File: src/design/yrs_pkg.sv
// Shared types and constants for the YUYV to RGB565 nearest-neighbor scaler.
// Used by the selector, the queue, the converter and the top level.
// No dependencies.
`default_nettype none

package yrs_pkg;

    // Configuration register indexes.
    typedef enum logic [2:0] {
        CFG_SRC_WIDTH_PAIRS = 3'd0,
        CFG_DST_WIDTH_PAIRS = 3'd1,
        CFG_OUT_LINES       = 3'd2,
        CFG_X_STEP          = 3'd3,
        CFG_Y_STEP          = 3'd4
    } t_cfg_idx;

    localparam int CFG_IDX_W  = 3;
    localparam int CFG_DATA_W = 28;

    localparam logic [10:0] RST_SRC_WIDTH_PAIRS = 11'd320;
    localparam logic [10:0] RST_DST_WIDTH_PAIRS = 11'd88;
    localparam logic [11:0] RST_OUT_LINES       = 12'd220;
    localparam logic [27:0] RST_X_STEP          = 28'd238313;
    localparam logic [27:0] RST_Y_STEP          = 28'd142988;

    localparam logic [27:0] STEP_MIN = 28'd65536;
    localparam logic [27:0] STEP_MAX = 28'd134217728;

    // Compare widths that hold both a register value and the largest line limits.
    localparam int PAIR_CMP_W = 13;
    localparam int LINE_CMP_W = 14;

    localparam int FIFO_DEPTH = 4;
    localparam int FIFO_PTR_W = 2;

    typedef struct packed {
        logic [10:0] src_width_pairs;
        logic [10:0] dst_width_pairs;
        logic [11:0] out_lines;
        logic [27:0] x_step;
        logic [27:0] y_step;
    } t_scale_cfg;

    // One selected macropixel on its way to the converter.
    typedef struct packed {
        logic [7:0] luma_first;
        logic [7:0] chroma_blue;
        logic [7:0] luma_second;
        logic [7:0] chroma_red;
        logic       frame_last;
    } t_sel_item;

endpackage

`default_nettype wire

File: src/design/yrs_select.sv
// Front part: tracks source and output positions and picks the macropixels
// that nearest-neighbor downscaling keeps. Depends on yrs_pkg.
`default_nettype none

module yrs_select
    import yrs_pkg::*;
#(
    parameter int MAX_LINE_PAIRS = 1024,
    parameter int MAX_LINES      = 2048
) (
    input  wire logic       i_clk,
    input  wire logic       i_rst_n,
    input  wire t_scale_cfg i_cfg,
    input  wire logic       i_valid,
    output logic            o_ready,
    input  wire logic [7:0] i_luma_first,
    input  wire logic [7:0] i_chroma_blue,
    input  wire logic [7:0] i_luma_second,
    input  wire logic [7:0] i_chroma_red,
    input  wire logic       i_frame_start,
    input  wire logic       i_full,
    output logic            o_push,
    output t_sel_item       o_item
);

    localparam int COL_W  = $clog2(MAX_LINE_PAIRS);
    localparam int SROW_W = $clog2(MAX_LINES + 1);
    localparam int OROW_W = $clog2(MAX_LINES);
    localparam int H_W    = COL_W + 29;
    localparam int V_W    = OROW_W + 28;

    logic [COL_W-1:0]  r_src_col, n_src_col, c_src_col;
    logic [SROW_W-1:0] r_src_row, n_src_row, c_src_row;
    logic [H_W-1:0]    r_hacc, n_hacc, c_hacc;
    logic [V_W-1:0]    r_vacc, n_vacc, c_vacc;
    logic [COL_W-1:0]  r_out_col, n_out_col, c_out_col;
    logic [OROW_W-1:0] r_out_row, n_out_row, c_out_row;
    logic              r_done, n_done, c_done;

    logic [PAIR_CMP_W-1:0] srcw, dstw, srcw_raw, dstw_raw;
    logic [LINE_CMP_W-1:0] dsth, dsth_raw;
    logic [27:0]           xs, ys;
    logic                  accept, clear, col_hit, row_hit, sel, last_col, last_row;

    // Registers act as limited to their legal ranges.
    always_comb begin
        srcw_raw = PAIR_CMP_W'(i_cfg.src_width_pairs);
        dstw_raw = PAIR_CMP_W'(i_cfg.dst_width_pairs);
        dsth_raw = LINE_CMP_W'(i_cfg.out_lines);

        if (srcw_raw == '0) begin
            srcw = PAIR_CMP_W'(1);
        end else if (srcw_raw > PAIR_CMP_W'(MAX_LINE_PAIRS)) begin
            srcw = PAIR_CMP_W'(MAX_LINE_PAIRS);
        end else begin
            srcw = srcw_raw;
        end

        if (dstw_raw == '0) begin
            dstw = PAIR_CMP_W'(1);
        end else if (dstw_raw > PAIR_CMP_W'(MAX_LINE_PAIRS)) begin
            dstw = PAIR_CMP_W'(MAX_LINE_PAIRS);
        end else begin
            dstw = dstw_raw;
        end

        if (dsth_raw == '0) begin
            dsth = LINE_CMP_W'(1);
        end else if (dsth_raw > LINE_CMP_W'(MAX_LINES)) begin
            dsth = LINE_CMP_W'(MAX_LINES);
        end else begin
            dsth = dsth_raw;
        end

        if (i_cfg.x_step < STEP_MIN) begin
            xs = STEP_MIN;
        end else if (i_cfg.x_step > STEP_MAX) begin
            xs = STEP_MAX;
        end else begin
            xs = i_cfg.x_step;
        end

        if (i_cfg.y_step < STEP_MIN) begin
            ys = STEP_MIN;
        end else if (i_cfg.y_step > STEP_MAX) begin
            ys = STEP_MAX;
        end else begin
            ys = i_cfg.y_step;
        end
    end

    assign o_ready = !i_full;
    assign accept  = i_valid && o_ready;
    assign clear   = i_frame_start;

    always_comb begin
        // A frame start clears the position state before the item is judged.
        c_src_col = clear ? '0 : r_src_col;
        c_src_row = clear ? '0 : r_src_row;
        c_hacc    = clear ? '0 : r_hacc;
        c_vacc    = clear ? '0 : r_vacc;
        c_out_col = clear ? '0 : r_out_col;
        c_out_row = clear ? '0 : r_out_row;
        c_done    = clear ? 1'b0 : r_done;

        // The wanted column is the accumulator over 2^17: pixel position
        // halved to a pair, which also rounds it down to an even pixel.
        col_hit  = c_hacc[H_W-1:17] == (H_W - 17)'(c_src_col);
        row_hit  = c_vacc[V_W-1:16] == (V_W - 16)'(c_src_row);
        sel      = !c_done && col_hit && row_hit;
        last_col = (PAIR_CMP_W'(c_out_col) + PAIR_CMP_W'(1)) >= dstw;
        last_row = (LINE_CMP_W'(c_out_row) + LINE_CMP_W'(1)) >= dsth;

        n_hacc    = c_hacc;
        n_vacc    = c_vacc;
        n_out_col = c_out_col;
        n_out_row = c_out_row;
        n_done    = c_done;

        if (sel) begin
            if (last_col) begin
                n_out_col = '0;
                n_hacc    = '0;
                if (last_row) begin
                    n_done = 1'b1;
                end else begin
                    n_out_row = c_out_row + OROW_W'(1);
                    n_vacc    = c_vacc + V_W'(ys);
                end
            end else begin
                n_out_col = c_out_col + COL_W'(1);
                n_hacc    = c_hacc + H_W'({xs, 1'b0});
            end
        end

        n_src_row = c_src_row;
        if ((PAIR_CMP_W'(c_src_col) + PAIR_CMP_W'(1)) >= srcw) begin
            n_src_col = '0;
            if (c_src_row < SROW_W'(MAX_LINES)) begin
                n_src_row = c_src_row + SROW_W'(1);
            end
        end else begin
            n_src_col = c_src_col + COL_W'(1);
        end
    end

    always_ff @(posedge i_clk) begin
        if (!i_rst_n) begin
            r_src_col <= '0;
            r_src_row <= '0;
            r_hacc    <= '0;
            r_vacc    <= '0;
            r_out_col <= '0;
            r_out_row <= '0;
            r_done    <= 1'b0;
        end else if (accept) begin
            r_src_col <= n_src_col;
            r_src_row <= n_src_row;
            r_hacc    <= n_hacc;
            r_vacc    <= n_vacc;
            r_out_col <= n_out_col;
            r_out_row <= n_out_row;
            r_done    <= n_done;
        end
    end

    assign o_push             = accept && sel;
    assign o_item.luma_first  = i_luma_first;
    assign o_item.chroma_blue = i_chroma_blue;
    assign o_item.luma_second = i_luma_second;
    assign o_item.chroma_red  = i_chroma_red;
    assign o_item.frame_last  = last_col && last_row;

endmodule

`default_nettype wire

File: src/design/yrs_fifo.sv
// Short queue of selected macropixels between the selector and the converter.
// Depends on yrs_pkg.
`default_nettype none

module yrs_fifo
    import yrs_pkg::*;
(
    input  wire logic      i_clk,
    input  wire logic      i_rst_n,
    input  wire logic      i_push,
    input  wire t_sel_item i_item,
    output logic           o_full,
    output logic           o_valid,
    input  wire logic      i_pop,
    output t_sel_item      o_item
);

    t_sel_item               r_mem [FIFO_DEPTH];
    logic [FIFO_PTR_W-1:0]   r_wr_ptr, r_rd_ptr;
    logic [FIFO_PTR_W:0]     r_count;
    logic                    do_pop;

    assign o_full  = r_count == (FIFO_PTR_W + 1)'(FIFO_DEPTH);
    assign o_valid = r_count != '0;
    assign o_item  = r_mem[r_rd_ptr];
    assign do_pop  = i_pop && o_valid;

    always_ff @(posedge i_clk) begin
        if (i_push) begin
            r_mem[r_wr_ptr] <= i_item;
        end
    end

    always_ff @(posedge i_clk) begin
        if (!i_rst_n) begin
            r_wr_ptr <= '0;
            r_rd_ptr <= '0;
            r_count  <= '0;
        end else begin
            if (i_push) begin
                r_wr_ptr <= r_wr_ptr + FIFO_PTR_W'(1);
            end
            if (do_pop) begin
                r_rd_ptr <= r_rd_ptr + FIFO_PTR_W'(1);
            end
            case ({i_push, do_pop})
                2'b10:   r_count <= r_count + (FIFO_PTR_W + 1)'(1);
                2'b01:   r_count <= r_count - (FIFO_PTR_W + 1)'(1);
                default: r_count <= r_count;
            endcase
        end
    end

endmodule

`default_nettype wire

File: src/design/yrs_convert.sv
// Back part: two-stage YUV to RGB565 conversion of a pixel pair with an
// output register that holds the result while the receiver stalls. Depends on yrs_pkg.
`default_nettype none

module yrs_convert
    import yrs_pkg::*;
(
    input  wire logic      i_clk,
    input  wire logic      i_rst_n,
    input  wire logic      i_valid,
    output logic           o_ready,
    input  wire t_sel_item i_item,
    output logic           o_valid,
    input  wire logic      i_ready,
    output logic [15:0]    o_pixel_first,
    output logic [15:0]    o_pixel_second,
    output logic           o_frame_last
);

    // Q2.14 coefficients: 1.402, 0.344, 0.714, 1.772.
    localparam logic signed [15:0] COEF_RV = 16'sd22970;
    localparam logic signed [15:0] COEF_GU = 16'sd5636;
    localparam logic signed [15:0] COEF_GV = 16'sd11698;
    localparam logic signed [15:0] COEF_BU = 16'sd29032;

    logic signed [8:0]  s_u, s_v;
    logic               s1_en, s2_en;

    logic               r_s1_valid;
    logic [7:0]         r_s1_y0, r_s1_y1;
    logic               r_s1_last;
    logic signed [23:0] r_prod_rv, r_prod_gu, r_prod_gv, r_prod_bu;

    logic               r_out_valid;
    logic [15:0]        r_pix0, r_pix1;
    logic               r_last;
    logic [15:0]        n_pix0, n_pix1;

    // Clamps a Q.14 sum to 0..255 and drops the fraction.
    function automatic logic [7:0] channel(input logic signed [24:0] sum);
        logic [7:0] c;
        if (sum[24]) begin
            c = 8'd0;
        end else if (sum[23:22] != 2'b00) begin
            c = 8'd255;
        end else begin
            c = sum[21:14];
        end
        return c;
    endfunction

    function automatic logic [15:0] pack565(
        input logic [7:0]         y,
        input logic signed [23:0] rv,
        input logic signed [23:0] gu,
        input logic signed [23:0] gv,
        input logic signed [23:0] bu
    );
        logic signed [24:0] base, sr, sg, sb;
        logic [7:0]         r, g, b;
        base = $signed({3'b000, y, 14'b0});
        sr   = base + 25'(rv);
        sg   = base - 25'(gu) - 25'(gv);
        sb   = base + 25'(bu);
        r    = channel(sr);
        g    = channel(sg);
        b    = channel(sb);
        return {r[7:3], g[7:2], b[7:3]};
    endfunction

    assign s2_en   = !r_out_valid || i_ready;
    assign s1_en   = !r_s1_valid || s2_en;
    assign o_ready = s1_en;

    assign s_u = $signed({1'b0, i_item.chroma_blue}) - 9'sd128;
    assign s_v = $signed({1'b0, i_item.chroma_red}) - 9'sd128;

    always_ff @(posedge i_clk) begin
        if (!i_rst_n) begin
            r_s1_valid <= 1'b0;
        end else if (s1_en) begin
            r_s1_valid <= i_valid;
        end
    end

    // Chroma products are shared by both pixels of the pair.
    always_ff @(posedge i_clk) begin
        if (s1_en) begin
            r_s1_y0   <= i_item.luma_first;
            r_s1_y1   <= i_item.luma_second;
            r_s1_last <= i_item.frame_last;
            r_prod_rv <= 24'(COEF_RV) * 24'(s_v);
            r_prod_gu <= 24'(COEF_GU) * 24'(s_u);
            r_prod_gv <= 24'(COEF_GV) * 24'(s_v);
            r_prod_bu <= 24'(COEF_BU) * 24'(s_u);
        end
    end

    always_comb begin
        n_pix0 = pack565(r_s1_y0, r_prod_rv, r_prod_gu, r_prod_gv, r_prod_bu);
        n_pix1 = pack565(r_s1_y1, r_prod_rv, r_prod_gu, r_prod_gv, r_prod_bu);
    end

    always_ff @(posedge i_clk) begin
        if (!i_rst_n) begin
            r_out_valid <= 1'b0;
        end else if (s2_en) begin
            r_out_valid <= r_s1_valid;
        end
    end

    always_ff @(posedge i_clk) begin
        if (s2_en) begin
            r_pix0 <= n_pix0;
            r_pix1 <= n_pix1;
            r_last <= r_s1_last;
        end
    end

    assign o_valid        = r_out_valid;
    assign o_pixel_first  = r_pix0;
    assign o_pixel_second = r_pix1;
    assign o_frame_last   = r_last;

endmodule

`default_nettype wire

File: src/design/yuyv_to_rgb565_nearest_scaler.sv
// Top level of the YUYV to RGB565 nearest-neighbor downscaler.
// Holds the configuration registers and connects yrs_select, yrs_fifo and
// yrs_convert. Depends on yrs_pkg.
//   Input stream: one YUYV macropixel per transfer on s_axis; tuser marks the
//   first macropixel of a source frame. The block drops macropixels that the
//   downscaler does not keep and turns each kept one into two RGB565 pixels.
//   Output stream: one pixel pair per transfer on m_axis; tlast marks the last
//   pair of the output frame.
//   Configuration: write i_cfg_data to register i_cfg_index while i_cfg_we is
//   high; only while the stream is idle.
//   Throughput: one input transfer per cycle, sustained. The selector decides
//   within the accepting cycle, so nothing limits the rate but the handshakes.
//   Path: a kept macropixel passes a queue entry, then the product stage, then
//   the output register, whose valid flag drives m_axis_tvalid.
//   Stall: m_axis holds its data while tready is low; the conversion stages
//   and the four-entry queue fill, then s_axis_tready drops. Dropped
//   macropixels take no queue space but are accepted only while it has room.
//   Reset: registers return to their default sizes (640 by 480 source to
//   176 by 220 output), position counters clear and the first frame behaves
//   as if it had started.
`default_nettype none

module yuyv_to_rgb565_nearest_scaler
    import yrs_pkg::*;
#(
    parameter int MAX_LINE_PAIRS = 1024,
    parameter int MAX_LINES      = 2048
) (
    input  wire logic                  i_clk,
    input  wire logic                  i_rst_n,
    input  wire logic                  i_cfg_we,
    input  wire logic [CFG_IDX_W-1:0]  i_cfg_index,
    input  wire logic [CFG_DATA_W-1:0] i_cfg_data,
    input  wire logic                  s_axis_tvalid,
    output logic                       s_axis_tready,
    // [7:0] luma_first, [15:8] chroma_blue, [23:16] luma_second, [31:24] chroma_red
    input  wire logic [31:0]           s_axis_tdata,
    // [0] frame_start
    input  wire logic                  s_axis_tuser,
    output logic                       m_axis_tvalid,
    input  wire logic                  m_axis_tready,
    // [15:0] pixel_first, [31:16] pixel_second
    output logic [31:0]                m_axis_tdata,
    output logic                       m_axis_tlast
);

    t_scale_cfg r_cfg;
    t_sel_item  push_item, head_item;
    logic       push, fifo_full, head_valid, conv_ready;
    logic [15:0] pix0, pix1;

    always_ff @(posedge i_clk) begin
        if (!i_rst_n) begin
            r_cfg.src_width_pairs <= RST_SRC_WIDTH_PAIRS;
            r_cfg.dst_width_pairs <= RST_DST_WIDTH_PAIRS;
            r_cfg.out_lines       <= RST_OUT_LINES;
            r_cfg.x_step          <= RST_X_STEP;
            r_cfg.y_step          <= RST_Y_STEP;
        end else if (i_cfg_we) begin
            case (t_cfg_idx'(i_cfg_index))
                CFG_SRC_WIDTH_PAIRS: r_cfg.src_width_pairs <= i_cfg_data[10:0];
                CFG_DST_WIDTH_PAIRS: r_cfg.dst_width_pairs <= i_cfg_data[10:0];
                CFG_OUT_LINES:       r_cfg.out_lines       <= i_cfg_data[11:0];
                CFG_X_STEP:          r_cfg.x_step          <= i_cfg_data[27:0];
                CFG_Y_STEP:          r_cfg.y_step          <= i_cfg_data[27:0];
                default:             r_cfg                 <= r_cfg;
            endcase
        end
    end

    yrs_select #(
        .MAX_LINE_PAIRS (MAX_LINE_PAIRS),
        .MAX_LINES      (MAX_LINES)
    ) u_select (
        .i_clk         (i_clk),
        .i_rst_n       (i_rst_n),
        .i_cfg         (r_cfg),
        .i_valid       (s_axis_tvalid),
        .o_ready       (s_axis_tready),
        .i_luma_first  (s_axis_tdata[7:0]),
        .i_chroma_blue (s_axis_tdata[15:8]),
        .i_luma_second (s_axis_tdata[23:16]),
        .i_chroma_red  (s_axis_tdata[31:24]),
        .i_frame_start (s_axis_tuser),
        .i_full        (fifo_full),
        .o_push        (push),
        .o_item        (push_item)
    );

    yrs_fifo u_fifo (
        .i_clk   (i_clk),
        .i_rst_n (i_rst_n),
        .i_push  (push),
        .i_item  (push_item),
        .o_full  (fifo_full),
        .o_valid (head_valid),
        .i_pop   (conv_ready),
        .o_item  (head_item)
    );

    yrs_convert u_convert (
        .i_clk          (i_clk),
        .i_rst_n        (i_rst_n),
        .i_valid        (head_valid),
        .o_ready        (conv_ready),
        .i_item         (head_item),
        .o_valid        (m_axis_tvalid),
        .i_ready        (m_axis_tready),
        .o_pixel_first  (pix0),
        .o_pixel_second (pix1),
        .o_frame_last   (m_axis_tlast)
    );

    assign m_axis_tdata = {pix1, pix0};

endmodule

`default_nettype wire
File: config.mk
export PLATFORM = sky130hd
export DESIGN_NAME = yuyv_to_rgb565_nearest_scaler
export DESIGN_NICKNAME = d
export VERILOG_FILES = /design/src/design/yrs_pkg.sv /design/src/design/yrs_select.sv /design/src/design/yrs_fifo.sv /design/src/design/yrs_convert.sv /design/src/design/yuyv_to_rgb565_nearest_scaler.sv
export SDC_FILE = /design/constraint.sdc
export NUM_CORES = 1
export LEC_CHECK = 0
export ABC_AREA = 0
export BUFFER_PORTS_ARGS = -buffer_cell sky130_fd_sc_hd__buf_4
export CAP_MARGIN = 10
export CORE_MARGIN = 4
export CORE_UTILIZATION = 40
export CTS_CLUSTER_DIAMETER = 40
export CTS_CLUSTER_SIZE = 16
export DETAILED_ROUTE_END_ITERATION = 8
export HOLD_SLACK_MARGIN = 0.12
export PLACE_DENSITY = 0.62
export SYNTH_ARGS = -nofsm -noshare
export SYNTH_HDL_FRONTEND = slang
export SYNTH_HIERARCHICAL = 1
export SYNTH_SLANG_ARGS = --single-unit
File: constraint.sdc
create_clock -name i_clk -period 5.2 [get_ports i_clk]
set_input_delay 0.52 -clock i_clk [delete_from_list [all_inputs] [get_ports i_clk]]
set_output_delay 0.52 -clock i_clk [all_outputs]
set_load 0.01 [all_outputs]
# Word level (Yosys, flattened, before mapping)
# Memory sizes are Yosys's and may differ from the RTL's. A register that Yosys moved wholly into a read port is not among the register bits.
# Index checks and enable logic that the tools add are counted.
[totals]
register_bits = 359
mem_bits_rw = 132
input_bits = 69
out_inout_bits = 35
wordCells = 152
memories = 1
[op_classes]
add_sub_neg = 23
n_mul = 4
order_cmp = 11
n_eq_ne = 9
muxes = 44
n_reduce_logical = 29
[mem_list]
columns = ["name", "words", "word_bits", "read_ports", "rd_ports_with_merged_regs", "write_ports", "line", "text"]
rows = [
  ["u_fifo.r_mem", 4, 33, 1, 1, 1, "yrs_fifo.sv:18", "t_sel_item r_mem [FIFO_DEPTH];"],
]
[ops]
columns = ["op", "n"]
rows = [
  ["two-way mux 39 bit", 7],
  ["two-way mux 28 bit", 4],
  ["adder 23 x 24 -> 25 bit", 4],
  ["two-way mux 11 bit", 6],
  ["> comparator 28 bit, second input constant", 2],
  ["less-than comparator 28 x 17 -> 1 bit, second input constant", 2],
  ["two-way mux 10 bit", 5],
  ["subtractor 25 x 24 -> 25 bit", 2],
  ["two-way mux 12 bit", 4],
  ["two-way mux 8 bit", 6],
  ["subtractor 23 x 23 -> 24 bit", 2],
  ["adder 39 x 28 -> 39 bit", 1],
  ["adder 39 x 29 -> 39 bit", 1],
  ["greater-or-equal comparator 13 bit", 2],
  ["two-way mux 13 bit", 2],
  ["equality test 23 x 12 -> 1 bit", 1],
  ["multiplier 14 x 9 -> 23 bit, first input constant", 1],
  ["multiplier 15 x 9 -> 23 bit, first input constant", 1],
  ["adder 10 x 1 -> 11 bit, second input constant", 2],
  ["equality test 22 x 10 -> 1 bit", 1],
  ["> comparator 11 bit, second input constant", 2],
  ["logical NOT 11 bit", 2],
  ["multiplier 12 x 9 -> 21 bit, first input constant", 1],
  ["multiplier 13 x 9 -> 21 bit, first input constant", 1],
  ["28 further kinds", 58],
]

# Logic depth before layout (Yosys ltp)
[depth]
depth_word = 7
mapped_depth = 23
mapped_depth_nobuf = 20

# Modules after synthesis
# The synthesis kept the hierarchy.
[by_module_without_submodules]
columns = ["module", "n_inst", "cells_per_inst", "area_each_um2", "seq_area_each_um2"]
rows = [
  ["yrs_convert", 1, 1146, 12756.0, 3463.3],
  ["yrs_select", 1, 1266, 10053.4, 2422.3],
  ["yrs_fifo", 1, 220, 5273.8, 4144.0],
  ["yuyv_to_rgb565_nearest_scaler", 1, 345, 3520.9, 1801.7],
]

# Worst setup path before layout
# Ideal clock, no wire load.
[synth_path]
path_kind = "flip-flop to flip-flop"
from = "register (tool-made name)"
to = "register u_convert.r_prod_gv[23] (data pin)"
setup_time_ns = 0.271
arrival_ns = 5.376
required_time_ns = 4.929
slack_ns = -0.447
stages_incl_launch_ff = 21
n_path_buf = 2
period_less_slack_ns = 5.647
cell_sequence = "dfxtp_1 > buf_6 > buf_12 > mux4_2 > ha_1 > fa_1 > ha_1 > fa_1 > inv_1 > fa_1 > inv_1 > ha_1 > a21o_1 > a21oi_1 > o21bai_1 > a21oi_1 > o21ai_1 > a211oi_1 > o41ai_1 > a21oi_1 > xnor2_1"
[synth_rtl]
columns = ["element", "line", "text"]
rows = [
  ["end signal: assignment", "yrs_convert.sv:94", "r_prod_gv <= 24'(COEF_GV) * 24'(s_v);"],
  ["end: declaration", "yrs_convert.sv:32", "logic signed [23:0] r_prod_rv, r_prod_gu, r_prod_gv, r_prod_bu;"],
]

==> flow_metrics.tcl <==
set metrics [dict create \
    fp.dieW_um 289.1 \
    min_period_ps 5322 \
    wl_per_cell_um 16.59 \
    start_kind "flop" \
    clkTransAtPathRegs_ps 60 \
    via_per_inst 5.054 \
    tightestPinTransition_ps 882.0 \
    max-cap-violations 0 \
    worstHoldEndpoint "r_cfg[2]$_SDFFE_PN1P_" \
    slew_viol_final 0 \
    nets 3777 \
    skew_ps 55.14 \
    violations "setup timing" \
    die_y_um 289.1 \
    required_ps 5590 \
    syn_avg_cell_area_um2 10.62 \
    synth_flop_cell "edfxtp_1" \
    ctsHtreeMaxLevel 3 \
    layout_common_cells "376 x ha_1, 246 x edfxtp_1, 244 x nand2_1" \
    cts-root-buf "clkbuf_16" \
    met3_usage_pct 3.053 \
    slew_headroom_pct 41.06 \
    grt_use_total_pct 17.44 \
    whs_ps 171.3 \
    drt_iter0_drc 1098 \
    fin_crit_sh_pct 102.4 \
    final_hold_viol_count 0 \
    grt_overflow 0 \
    fmax_mhz 187.9 \
    grt_max_degree 91 \
    hold_depth 3 \
    netlist_area_um2 31600 \
    die_area_um2 83570 \
    start_util_pct 40.60 \
    rows 102 \
    drive_above_1_share_pct 15.73 \
    grt_pass1_vias 22283 \
    hp-class "in2reg" \
    r2r-end "u_convert/r_prod_gv[23]$_DFFE_PP_" \
    grt_pass1_wl_um 116800 \
    globalRouteMet2Util_pct 30.39 \
    reg2reg_depth 20 \
    r2r_setup_slack_ps -120 \
    hold_path.startpoint "i_cfg_data[2]" \
    synth_sequential_area_ratio_pct 37.44 \
    cts_buffers 86 \
    final_common_cell "ha_1" \
    path_cells "buf_12 -> mux4_2 -> buf_4 -> ha_2 -> fa_1 -> ha_1 -> fa_1 -> inv_1 -> fa_1 -> inv_1 -> ha_4 -> a21o_1 -> a21oi_2 -> o21bai_1 -> a21oi_2 -> o21ai_2 -> a211oi_2 -> o41ai_2 -> a21oi_1 -> xnor2_1" \
    fin_util_pct 48.52 \
    dpl_worst_slack_ps -134.6 \
    vias 21921 \
    critPathSlowestCell "mux4_2" \
    setup_ws_ps -122.3 \
    area_growth_pct 19.52 \
    cts_buffer_depth 3 \
    ioPinCount 104 \
    max_stage_delay_ps 560 \
    cp.buffers_inverters 4 \
    synth_seq_cells 468 \
    place.gp.congestion 0.8675 \
    synth_warnings 6 \
    arrival_ps 5710 \
    synth_edf_count 246 \
    drt-pass1-iter-count 5 \
    cp_max_fo 8 \
    clk_latency_ps 660 \
    busiest_layer "met2" \
    setup_viol 9 \
    wl_um 71960 \
    coreArea_um2 77850 \
    hpwl_um 54800 \
    syn-num-nets 3533 \
    cpLargestDelayFamily "adder cells" \
    async_flop_share_pct 0 \
    crit_top_cell "fa_1" \
    ant_nets 0 \
    cts_tree "done" \
    rsz0062_at_grt "yes" \
    cts_sinks 468 \
    synth_cell_types 106 \
    io_buffers 103 \
    postPlaceCellArea_um2 34010 \
    final_area_um2 37770 \
    antenna_found_initial 4 \
    nFillCells 7182 \
    postSynthCellCount 2977 \
    grt_use_met1_pct 22.09 \
    post-route-drc-count 0 \
    worstSetupEndpointType "flop" \
    outcome "finished, violations left" \
    path_class "reg2reg" \
]
## sequential cells by signal, indices dropped and copies added, names as in the netlist, 8 cells and up, named ones only
register	flops
u_fifo/r_mem	132
u_convert/o_pixel_second	16
u_convert/r_prod_gv	23
u_select/r_src_row	12
u_convert/r_prod_gu	19
u_convert/r_s1_y0	8
u_select/r_out_col	10
u_select/r_out_row	11
u_select/r_hacc	38
r_cfg	90
u_select/r_src_col	10
u_convert/o_pixel_first	16
u_convert/r_prod_bu	12
u_convert/r_prod_rv	10
u_select/r_vacc	39
u_convert/r_s1_y1	8
## worst max-delay path by stage
| stage | startpoint | end | slack (ps) | cells after the start |
|---|---|---|---|---|
| global placement | flop | u_convert/r_prod_rv[23]$_DFFE_PP_ | -100 | 17 |
| global route | flop | u_convert/r_prod_rv[21]$_DFFE_PP_ | -330 | 17 |
| CTS | flop | u_convert/r_prod_rv[21]$_DFFE_PP_ | -90 | 17 |
| floorplan | flop | u_convert/r_prod_gv[23]$_DFFE_PP_ | -70 | 20 |
| finish | flop | u_convert/r_prod_gv[23]$_DFFE_PP_ | -120 | 20 |
| detailed placement | flop | u_convert/r_prod_rv[21]$_DFFE_PP_ | -130 | 17 |
## per-stage QoR
stage,std cells,TNS [ps]
6_report,4337,-481.5
5_1_grt,4334,-4007
4_1_cts,4328,-505.3
3_5_place_dp,4119,-593.7
3_3_place_gp,4119,-314.2
2_1_floorplan,2977,-142.5
## cell usage after synthesis (all sizes together), types with 57 or more instances
library cell | count | share of area, %
a21oi | 123 | 2.0
and2 | 79 | 1.6
buf | 65 | 1.6
dfxtp | 222 | 14
edfxtp | 246 | 23
fa | 104 | 6.6
ha | 383 | 15
inv | 244 | 2.9
mux2i | 97 | 3.1
nand2 | 245 | 2.9
nand3 | 68 | 1.1
nor2 | 99 | 1.2
nor2b | 146 | 2.9
o21ai | 86 | 1.4
xnor2 | 108 | 3.0
xor2 | 57 | 1.6
## kinds of logic (layout without fill, tap and decap cells)
logic type      after synthesis  count (layout)  synth area share (%)
simple gates                856             856                 14.26
compound gates              504             504                 11.32
fa+ha+maj                   487             487                 21.75
flops                       468             468                 37.44
buf+inv                     366             683                 5.167
xor+xnor                    165             165                 4.573
mux                         131             131                 5.495
other cells                   0               3                     0
## per-layer routing
layer / share of wire (%) / routed length (um)
met4: 3.0 / 2168
met3: 3.9 / 2804
met2: 49 / 35090
met1: 44 / 31900
met5: 0 / 0
## worst reg2reg max path: stages (launching register included)
cell and delay (ps):
dfxtp_2 350, buf_12 140, mux4_2 570, buf_4 170
ha_2 200, fa_1 520, ha_1 360, fa_1 540
inv_1 50, fa_1 500, inv_1 70, ha_4 270
a21o_1 130, a21oi_2 60, o21bai_1 150, a21oi_2 90
o21ai_2 200, a211oi_2 100, o41ai_2 290, a21oi_1 150
xnor2_1 140
## layout make-up
type                    instances  area [um2]  share of cell area (%)
diodes                          3       7.507                 0.01987
clock buffers                  93        2208                   5.847
clock inverters                68       893.4                   2.365
inverters                     246       927.1                   2.455
multi-input cells            2143       18390                   48.70
flip-flops and latches        468       11840                   31.34
well taps                    1040        1301                   3.445
repair buffers                276        2205                   5.837
## what timing repair did
action / in CTS / in global routing
pin swaps: 10 / 17
hold buffers: 42 / 0
buffers inserted: 6 / 7
setup endpoints to repair: 16 / 23
endpoints found under the hold margin: 141 / 0
gates resized for setup: 14 / 17
Power is left out: the tool's default activity adds up to more than one toggle a clock period on the data nets, which glitch-free logic cannot reach.
